===== src/rtl/refcounted_buffer_pool_allocator_defines.svh =====
// Assertion macros shared by the buffer pool allocator RTL.
`ifndef REFCOUNTED_BUFFER_POOL_ALLOCATOR_DEFINES_SVH
`define REFCOUNTED_BUFFER_POOL_ALLOCATOR_DEFINES_SVH

// Same-cycle implication, checked on every clk edge outside reset.
`define RBPA_ASSERT(label, pre, post) \
  label: assert property (@(posedge clk) disable iff (rst) (pre) |-> post) \
    else $error("rbpa assertion failed");

// Next-cycle implication.
`define RBPA_ASSERT_NEXT(label, pre, post) \
  label: assert property (@(posedge clk) disable iff (rst) (pre) |=> post) \
    else $error("rbpa assertion failed");

`endif


===== src/rtl/rbpa_pkg.sv =====
// Types and constants of the buffer pool allocator.
package rbpa_pkg;

  localparam int OBJECTS    = 16;
  localparam int PROCESSES  = 8;
  localparam int COUNT_BITS = 16;

  localparam int OBJ_W  = $clog2(OBJECTS);
  localparam int PID_W  = $clog2(PROCESSES);
  localparam int FCNT_W = $clog2(OBJECTS + 1);
  localparam int WCNT_W = $clog2(PROCESSES + 1);
  localparam int CMD_W  = 3;
  localparam int AMT_W  = 8;
  localparam int STAT_W = 2;

  typedef enum logic [CMD_W-1:0] {
    CMD_REQ     = 3'd0,
    CMD_REL     = 3'd1,
    CMD_ADD     = 3'd2,
    CMD_ENABLE  = 3'd3,
    CMD_DISABLE = 3'd4
  } cmd_t;

  typedef enum logic [STAT_W-1:0] {
    ST_OK       = 2'd0,
    ST_REL_FREE = 2'd1,
    ST_DROP     = 2'd2
  } status_t;

  typedef struct packed {
    logic                  cmd_we;
    logic [OBJ_W-1:0]      cmd_idx;
    logic [COUNT_BITS-1:0] live_new;
    logic                  allow_we;
    logic                  allow_val;
    logic                  set_free;
    logic                  grant_we;
    logic [OBJ_W-1:0]      grant_idx;
  } obj_wr_t;

  typedef struct packed {
    logic             push;
    logic             pop;
    logic [OBJ_W-1:0] val;
  } free_op_t;

  typedef struct packed {
    logic             push;
    logic             pop;
    logic [PID_W-1:0] val;
  } wait_op_t;

endpackage


===== src/rtl/rbpa_obj_table.sv =====
// Per-object live count, release enable and free flag.
module rbpa_obj_table (
  input  logic                           clk,
  input  logic                           rst,
  input  rbpa_pkg::obj_wr_t              wr,
  input  logic [rbpa_pkg::OBJ_W-1:0]     rd_idx,
  output logic [rbpa_pkg::COUNT_BITS-1:0] rd_live,
  output logic                           rd_allow,
  output logic                           rd_free
);
  import rbpa_pkg::*;

  logic [COUNT_BITS-1:0] live_count [OBJECTS];
  logic [OBJECTS-1:0]    release_allowed;
  logic [OBJECTS-1:0]    is_free;

  assign rd_live  = live_count[rd_idx];
  assign rd_allow = release_allowed[rd_idx];
  assign rd_free  = is_free[rd_idx];

  always_ff @(posedge clk) begin
    if (rst) begin
      for (int i = 0; i < OBJECTS; i++) begin
        live_count[i] <= '0;
      end
      release_allowed <= '1;
      is_free         <= '1;
    end else begin
      if (wr.cmd_we) begin
        live_count[wr.cmd_idx] <= wr.live_new;
      end
      if (wr.allow_we) begin
        release_allowed[wr.cmd_idx] <= wr.allow_val;
      end
      if (wr.set_free) begin
        is_free[wr.cmd_idx] <= 1'b1;
      end
      // grant wins over the command on the same object
      if (wr.grant_we) begin
        live_count[wr.grant_idx]      <= '0;
        release_allowed[wr.grant_idx] <= 1'b1;
        is_free[wr.grant_idx]         <= 1'b0;
      end
    end
  end

endmodule


===== src/rtl/rbpa_deques.sv =====
// Free-object deque and waiting-process deque, front push and front pop.
module rbpa_deques (
  input  logic                         clk,
  input  logic                         rst,
  input  rbpa_pkg::free_op_t           free_op,
  input  rbpa_pkg::wait_op_t           wait_op,
  output logic [rbpa_pkg::FCNT_W-1:0]  free_count,
  output logic [rbpa_pkg::OBJ_W-1:0]   free_front,
  output logic [rbpa_pkg::WCNT_W-1:0]  waiter_count,
  output logic [rbpa_pkg::PID_W-1:0]   waiter_front
);
  import rbpa_pkg::*;
  `include "refcounted_buffer_pool_allocator_defines.svh"

  logic [OBJ_W-1:0] free_ring [OBJECTS];
  logic [OBJ_W-1:0] free_head;
  logic [OBJ_W-1:0] free_head_dec;
  logic [PID_W-1:0] waiter_ring [PROCESSES];
  logic [PID_W-1:0] waiter_head;
  logic [PID_W-1:0] waiter_head_dec;

  assign free_front      = free_ring[free_head];
  assign waiter_front    = waiter_ring[waiter_head];
  assign free_head_dec   = (free_head == '0) ? OBJ_W'(OBJECTS - 1) : free_head - 1'b1;
  assign waiter_head_dec = (waiter_head == '0) ? PID_W'(PROCESSES - 1)
                                               : waiter_head - 1'b1;

  always_ff @(posedge clk) begin
    if (rst) begin
      for (int i = 0; i < OBJECTS; i++) begin
        free_ring[i] <= OBJ_W'(i);
      end
      free_head  <= '0;
      free_count <= FCNT_W'(OBJECTS);
    end else if (free_op.push && !free_op.pop) begin
      free_ring[free_head_dec] <= free_op.val;
      free_head                <= free_head_dec;
      free_count               <= free_count + 1'b1;
    end else if (free_op.pop && !free_op.push) begin
      free_head  <= (free_head == OBJ_W'(OBJECTS - 1)) ? '0 : free_head + 1'b1;
      free_count <= free_count - 1'b1;
    end
  end

  always_ff @(posedge clk) begin
    if (wait_op.push && !wait_op.pop) begin
      waiter_ring[waiter_head_dec] <= wait_op.val;
    end
  end

  always_ff @(posedge clk) begin
    if (rst) begin
      waiter_head  <= '0;
      waiter_count <= '0;
    end else if (wait_op.push && !wait_op.pop) begin
      waiter_head  <= waiter_head_dec;
      waiter_count <= waiter_count + 1'b1;
    end else if (wait_op.pop && !wait_op.push) begin
      waiter_head  <= (waiter_head == PID_W'(PROCESSES - 1)) ? '0 : waiter_head + 1'b1;
      waiter_count <= waiter_count - 1'b1;
    end
  end

  `RBPA_ASSERT(free_count_bound, 1'b1, free_count <= FCNT_W'(OBJECTS))
  `RBPA_ASSERT(waiter_count_bound, 1'b1, waiter_count <= WCNT_W'(PROCESSES))
  `RBPA_ASSERT(no_idle_match, 1'b1, free_count == '0 || waiter_count == '0)
  `RBPA_ASSERT(free_pop_nonempty, free_op.pop && !free_op.push, free_count != '0)
endmodule


===== src/rtl/refcounted_buffer_pool_allocator.sv =====
// Top level: command register, single-pass update of pool state, result register.
// A command taken into the command register gives its result strobe (done) from the result register.
// Throughput: one command per cycle; busy stays low.
// Reset (rst, synchronous): all objects free in order 0..15, no waiters,
// counts zero, releases enabled; no strobe during or right after reset.
// Results cannot be stalled: each is shown for one cycle only.
module refcounted_buffer_pool_allocator (
  input  logic                          clk,
  input  logic                          rst,
  input  logic                          start,
  output logic                          busy,
  input  logic [rbpa_pkg::CMD_W-1:0]    cmd,
  input  logic [rbpa_pkg::PID_W-1:0]    process_id,
  input  logic [rbpa_pkg::OBJ_W-1:0]    object_id,
  input  logic [rbpa_pkg::AMT_W-1:0]    amount,
  output logic                          done,
  output logic                          grant_valid,
  output logic [rbpa_pkg::OBJ_W-1:0]    grant_object,
  output logic [rbpa_pkg::PID_W-1:0]    grant_process,
  output logic [rbpa_pkg::STAT_W-1:0]   status
);
  import rbpa_pkg::*;
  `include "refcounted_buffer_pool_allocator_defines.svh"

  logic                  v_q;
  logic [CMD_W-1:0]      cmd_q;
  logic [PID_W-1:0]      pid_q;
  logic [OBJ_W-1:0]      obj_q;
  logic [AMT_W-1:0]      amt_q;

  logic [COUNT_BITS-1:0] rd_live;
  logic                  rd_allow;
  logic                  rd_free;
  logic [FCNT_W-1:0]     free_count;
  logic [OBJ_W-1:0]      free_front;
  logic [WCNT_W-1:0]     waiter_count;
  logic [PID_W-1:0]      waiter_front;

  obj_wr_t               wr;
  free_op_t              free_op;
  wait_op_t              wait_op;

  logic                  is_req, is_rel, is_add;
  logic                  push_wait, push_free, grant;
  logic [COUNT_BITS-1:0] live_dec;
  logic [COUNT_BITS:0]   live_sum;
  logic [OBJ_W-1:0]      g_obj;
  logic [PID_W-1:0]      g_pid;
  status_t               st_next;

  assign busy = 1'b0;

  always_ff @(posedge clk) begin
    if (rst) begin
      v_q <= 1'b0;
    end else begin
      v_q <= start;
    end
    if (start) begin
      cmd_q <= cmd;
      pid_q <= process_id;
      obj_q <= object_id;
      amt_q <= amount;
    end
  end

  rbpa_obj_table u_obj_table (
    .clk      (clk),
    .rst      (rst),
    .wr       (wr),
    .rd_idx   (obj_q),
    .rd_live  (rd_live),
    .rd_allow (rd_allow),
    .rd_free  (rd_free)
  );

  rbpa_deques u_deques (
    .clk          (clk),
    .rst          (rst),
    .free_op      (free_op),
    .wait_op      (wait_op),
    .free_count   (free_count),
    .free_front   (free_front),
    .waiter_count (waiter_count),
    .waiter_front (waiter_front)
  );

  always_comb begin
    is_req    = v_q && (cmd_q == CMD_REQ);
    is_rel    = v_q && (cmd_q == CMD_REL);
    is_add    = v_q && (cmd_q == CMD_ADD);
    live_dec  = (rd_live != '0) ? rd_live - 1'b1 : '0;
    live_sum  = {1'b0, rd_live} + (COUNT_BITS + 1)'(amt_q);
    push_wait = is_req && (waiter_count != WCNT_W'(PROCESSES));
    push_free = is_rel && !rd_free && rd_allow && (live_dec == '0) &&
                (free_count < FCNT_W'(OBJECTS));
    grant     = (free_count != '0 || push_free) && (waiter_count != '0 || push_wait);
    g_obj     = push_free ? obj_q : free_front;
    g_pid     = push_wait ? pid_q : waiter_front;

    priority if (is_req && !push_wait) begin
      st_next = ST_DROP;
    end else if (is_rel && rd_free) begin
      st_next = ST_REL_FREE;
    end else begin
      st_next = ST_OK;
    end

    wr.cmd_we    = (is_rel && !rd_free) || is_add;
    wr.cmd_idx   = obj_q;
    wr.live_new  = is_add ? (live_sum[COUNT_BITS] ? '1 : live_sum[COUNT_BITS-1:0])
                          : live_dec;
    wr.allow_we  = v_q && (cmd_q == CMD_ENABLE || cmd_q == CMD_DISABLE);
    wr.allow_val = (cmd_q == CMD_ENABLE);
    wr.set_free  = push_free;
    wr.grant_we  = grant;
    wr.grant_idx = g_obj;

    free_op.push = push_free;
    free_op.pop  = grant;
    free_op.val  = obj_q;
    wait_op.push = push_wait;
    wait_op.pop  = grant;
    wait_op.val  = pid_q;
  end

  always_ff @(posedge clk) begin
    if (rst) begin
      done <= 1'b0;
    end else begin
      done <= v_q;
    end
    grant_valid   <= grant;
    grant_object  <= grant ? g_obj : '0;
    grant_process <= grant ? g_pid : '0;
    status        <= st_next;
  end

  `RBPA_ASSERT_NEXT(done_latency, start && !busy, ##1 done)
  `RBPA_ASSERT(done_origin, done, $past(start, 2))
  `RBPA_ASSERT(flag_without_grant, done && status != ST_OK, !grant_valid)
endmodule


===== config.mk =====
export PLATFORM = sky130hd
export DESIGN_NAME = refcounted_buffer_pool_allocator
export DESIGN_NICKNAME = d
export VERILOG_FILES = /design/src/rtl/rbpa_pkg.sv /design/src/rtl/rbpa_obj_table.sv /design/src/rtl/rbpa_deques.sv /design/src/rtl/refcounted_buffer_pool_allocator.sv
export VERILOG_INCLUDE_DIRS = /design/src /design/src/rtl
export SDC_FILE = /design/constraint.sdc
export NUM_CORES = 1
export LEC_CHECK = 0
export BUFFER_PORTS_ARGS = -buffer_cell sky130_fd_sc_hd__clkbuf_2
export CAP_MARGIN = 20
export CELL_PAD_IN_SITES_DETAIL_PLACEMENT = 1
export CELL_PAD_IN_SITES_GLOBAL_PLACEMENT = 1
export CORE_MARGIN = 2
export CORE_UTILIZATION = 41
export CTS_CLUSTER_DIAMETER = 30
export DETAILED_ROUTE_END_ITERATION = 10
export PLACE_DENSITY_LB_ADDON = 0.08
export REMOVE_ABC_BUFFERS = 1
export SKIP_LAST_GASP = 1
export SYNTH_ARGS = -nofsm -noshare
export SYNTH_HDL_FRONTEND = slang
export SYNTH_SLANG_ARGS = --single-unit
export TNS_END_PERCENT = 5

===== constraint.sdc =====
create_clock -name clk -period 6.5 [get_ports clk]
set_input_delay 0.65 -clock clk [delete_from_list [all_inputs] [get_ports clk]]
set_output_delay 0.65 -clock clk [all_outputs]
set_load 0.01 [all_outputs]

==> metrics.csv <==
stage;metric;value;unit
sta;worst slew pin tran;1140;ps
sta;Hold Vio Cnt, Final;0;
clocking;clock buffer depth;3;
setup_path;WP data required;6860;ps
sta;period utilization;95.0;%
detailed_routing;Post-Route WL;73400;µm
global_route;initial antenna violation count;0;
clocking;CTS Buf Count;119;
setup_path;crit end category;register;
global_route;Tot GR Track Use;26.2;%
detailed_routing;DR DRC count;0;
clocking;H-tree levels;3;
placed_design;GP Congestion;0.849;
placed_design;hpwl dp;45700;µm
detailed_routing;DRC marker count from the first detailed-route iteration;1353;
synth;Primary FF master, synth;dfxtp_1;
setup_path;Top delay family on crit path;simple AND/OR/NAND/NOR gates;
sta;Min Hold Slack;174;ps
floorplan;boundary pin count;33;
setup_path;Slowest-stage cell, CP;or4b_2;
synth;number of synthesized register bits;433;
synth;Synth cell types;79;
setup_path;critical path arrival;6530;ps
synth;post-synthesis sequential area ratio;43.8;%
sta;RSZ-0062 raised after global routing;yes;
placed_design;Port Buffer Count;31;
hold_path;Min-Delay Path Class;input pin to register;
job;number of max-cap violations;0;
setup_path;CP Class;register to register;
clocking;CTS tree;built;
cells_and_area;Layout area overhead;21.6;%
sta;max frequency;162;MHz
cells_and_area;layout cell share with drive strength beyond 1;23.7;%
sta;Worst slew margin;23.7;%
pwr;Tot Pwr;10700;µW
detailed_routing;vias;18300;
sta;max-slew violations;0;
clocking;Clock transition at path regs;40;ps
detailed_routing;Detail Route Antenna Nets;0;
setup_path;buffers plus inverters on the worst setup path;3;
cells_and_area;Multi-input gate area;11500;µm²
cells_and_area;nets;2282;
floorplan;Core Region;53700;µm²
pwr;Pwr Density;397;nW/µm²
synth;Yosys top cell area share;29.4;%
clocking;Post CTS Setup Buffer Count;0;
synth;Synth top cells by count;a21oi_1 (439), dfxtp_1 (327), nor3b_1 (258);
sta;min cycle time layout;6180;ps
synth;top cells by area, synth;dfxtp_1 (29%), edfxtp_1 (14%), mux4_2 (10%), a21oi_1 (9.9%), nor3b_1 (8.7%);
clocking;root buffer cell;clkbuf_16;
detailed_routing;1st-pass router iterations;5;
sta;clock skew;29.1;ps
sta;Final setup viols;0;
pwr;VDD IR max;0.268;mV
detailed_routing;DR WL/cell;24.2;µm
floorplan;Rows;85;
synth;top cell type by total area after synthesis;dfxtp_1;
clocking;CTS Hold Buffers Added;0;
synth;ys async rst share;0;%
synth;count leader, synth;a21oi_1;
floorplan;Starting Density;41.4;%
global_route;vias in the first global route;18900;
floorplan;height of the die;237;µm
detailed_routing;Vias/cell;6.02;
floorplan;Die Span X;237;µm
cells_and_area;sequential cell area;9740;µm²
outcome;outcome;finished clean;
clocking;post-cts sizing count;0;
clocking;clock latency at the later pin of the worst-skew pair;660;ps
pwr;LEAKAGE;0.00962;µW
synth;YS warnings;0;
global_route;grt total ovfl;0;
synth;Synth Instances;2226;
setup_path;Max FO, Critical Path;19;
global_route;first-pass GRT wire length;114000;µm
cells_and_area;Antenna diodes;0;
synth;syn_area_per_cell;9.99;µm²
cells_and_area;FILL cells;5742;
setup_path;Cell Chain, Critical Path;buf_4, mux4_2, a22oi_1, nand2_1, nor4_4, nand4_1, xnor2_1, or3_1, or4b_2, a21oi_1, ha_1, inv_1, nor2_1, buf_4, nand2_1, nor2_1, or2_2;
synth;mapped cell area;22200;µm²
global_route;largest net degree at the start of global routing;198;
clocking;CTS Sinks;433;
synth;Post-synth EDFFs;106;
setup_path;Critical Path Source Type;register;
floorplan;die area;56100;µm²
setup_path;max incr delay on CP;640;ps
[registers in the layout (all words and copies together) (netlist names), named ones only]
| register | count |
|---|---|
| u_deques.waiter_head | 3 |
| done | 1 |
| pid_q | 3 |
| grant_valid | 1 |
| status | 2 |
| u_deques.free_ring | 64 |
| obj_q | 4 |
| v_q | 1 |
| u_obj_table.live_count | 256 |
| u_obj_table.release_allowed | 16 |
| u_deques.free_head | 4 |
| u_deques.waiter_ring | 24 |
| u_deques.waiter_count | 4 |
| grant_object | 4 |
| cmd_q | 3 |
| amt_q | 8 |
| u_obj_table.is_free | 16 |
| grant_process | 3 |
| u_deques.free_count | 5 |
[per-layer routing]
metal	GRT usage, %	up-vias	routed length, µm
met5	0	-	0
met4	7.56	0	1460
met3	4.20	112	3240
met2	43.3	439	35300
met1	35.4	9394	33300
li1	-	8322	-
[stage by stage]
| step | utilization [%] | TNS, ps | area, µm² | setup WS [ps] | instances |
|---|---|---|---|---|---|
| floorplan | - | -1153610 | 21200 | -4500 | 2010 |
| global placement | 42.7 | 0 | 22900 | 472 | 2806 |
| detailed placement | 42.7 | 0 | 22900 | 315 | 2806 |
| CTS | 50.3 | 0 | 27000 | 272 | 3032 |
| global route | 50.4 | -918 | 27000 | -92.1 | 3034 |
| finish | 50.4 | 0 | 27000 | 323 | 3034 |
[path summary, 6_finish.rpt]
check | from | endpoint | slack, ps | depth (start not counted)
setup reg to reg | register | u_deques.free_ring[4][1] | 320 | 17
setup / recovery | register | u_deques.free_ring[4][1] | 320 | 17
hold reg to reg | u_obj_table.is_free[14] | u_obj_table.is_free[14] | 490 | 2
hold / removal | amount[7] | amt_q[7] | 170 | 1
[cells in the final DEF, fill, tap and decap left out, types with 22 or more instances in the layout]
cell type  netlist  routed
clkinv_2         0      28
o21ai_0         22      22
a21oi_1        439     439
edfxtp_1       106     106
nor3_1          46      38
a211oi_1        26      24
a22oi_1         22      22
dfxtp_1        327     325
nor3b_1        258     258
a21oi_2         63      63
clkbuf_2         0      30
ha_1            26      26
inv_1           23      23
mux4_2         100     100
nand2_1         83      83
clkbuf_16        0     119
buf_4           10      65
nor2_1         157     155
[report_power, final]
| part | switching (µW) | internal [µW] | leakage [µW] |
|---|---|---|---|
| combinational | 1240 | 581 | 0.00404 |
| sequential | 174 | 2890 | 0.00358 |
| clock | 1770 | 4070 | 0.00200 |
| total | 3180 | 7550 | 0.00962 |
[logic make-up (layout without fill, tap and decap cells)]
group,count (synthesis),count (layout),synth area share [%]
DFF,433,433,43.8
muxes,134,134,12.0
and+or+nand+nor,710,710,18.6
buffers and inverters,240,352,5.10
AOI/OAI and AO/OA,660,660,18.1
adders and majority gates,28,28,1.64
xor gates and xnor gates,20,20,0.788
other,1,1,0.0169
[area by class of cell]
class / count / share of cell area [%]
Multi-Input combinational cell: 1553 / 42.4
Sequential cell: 433 / 36.0
Clock buffer: 159 / 12.3
Tap cell: 696 / 3.22
Timing Repair Buffer: 102 / 2.85
Clock inverter: 67 / 2.85
Inverter: 24 / 0.333
Power figures use the tool's default switching activity.
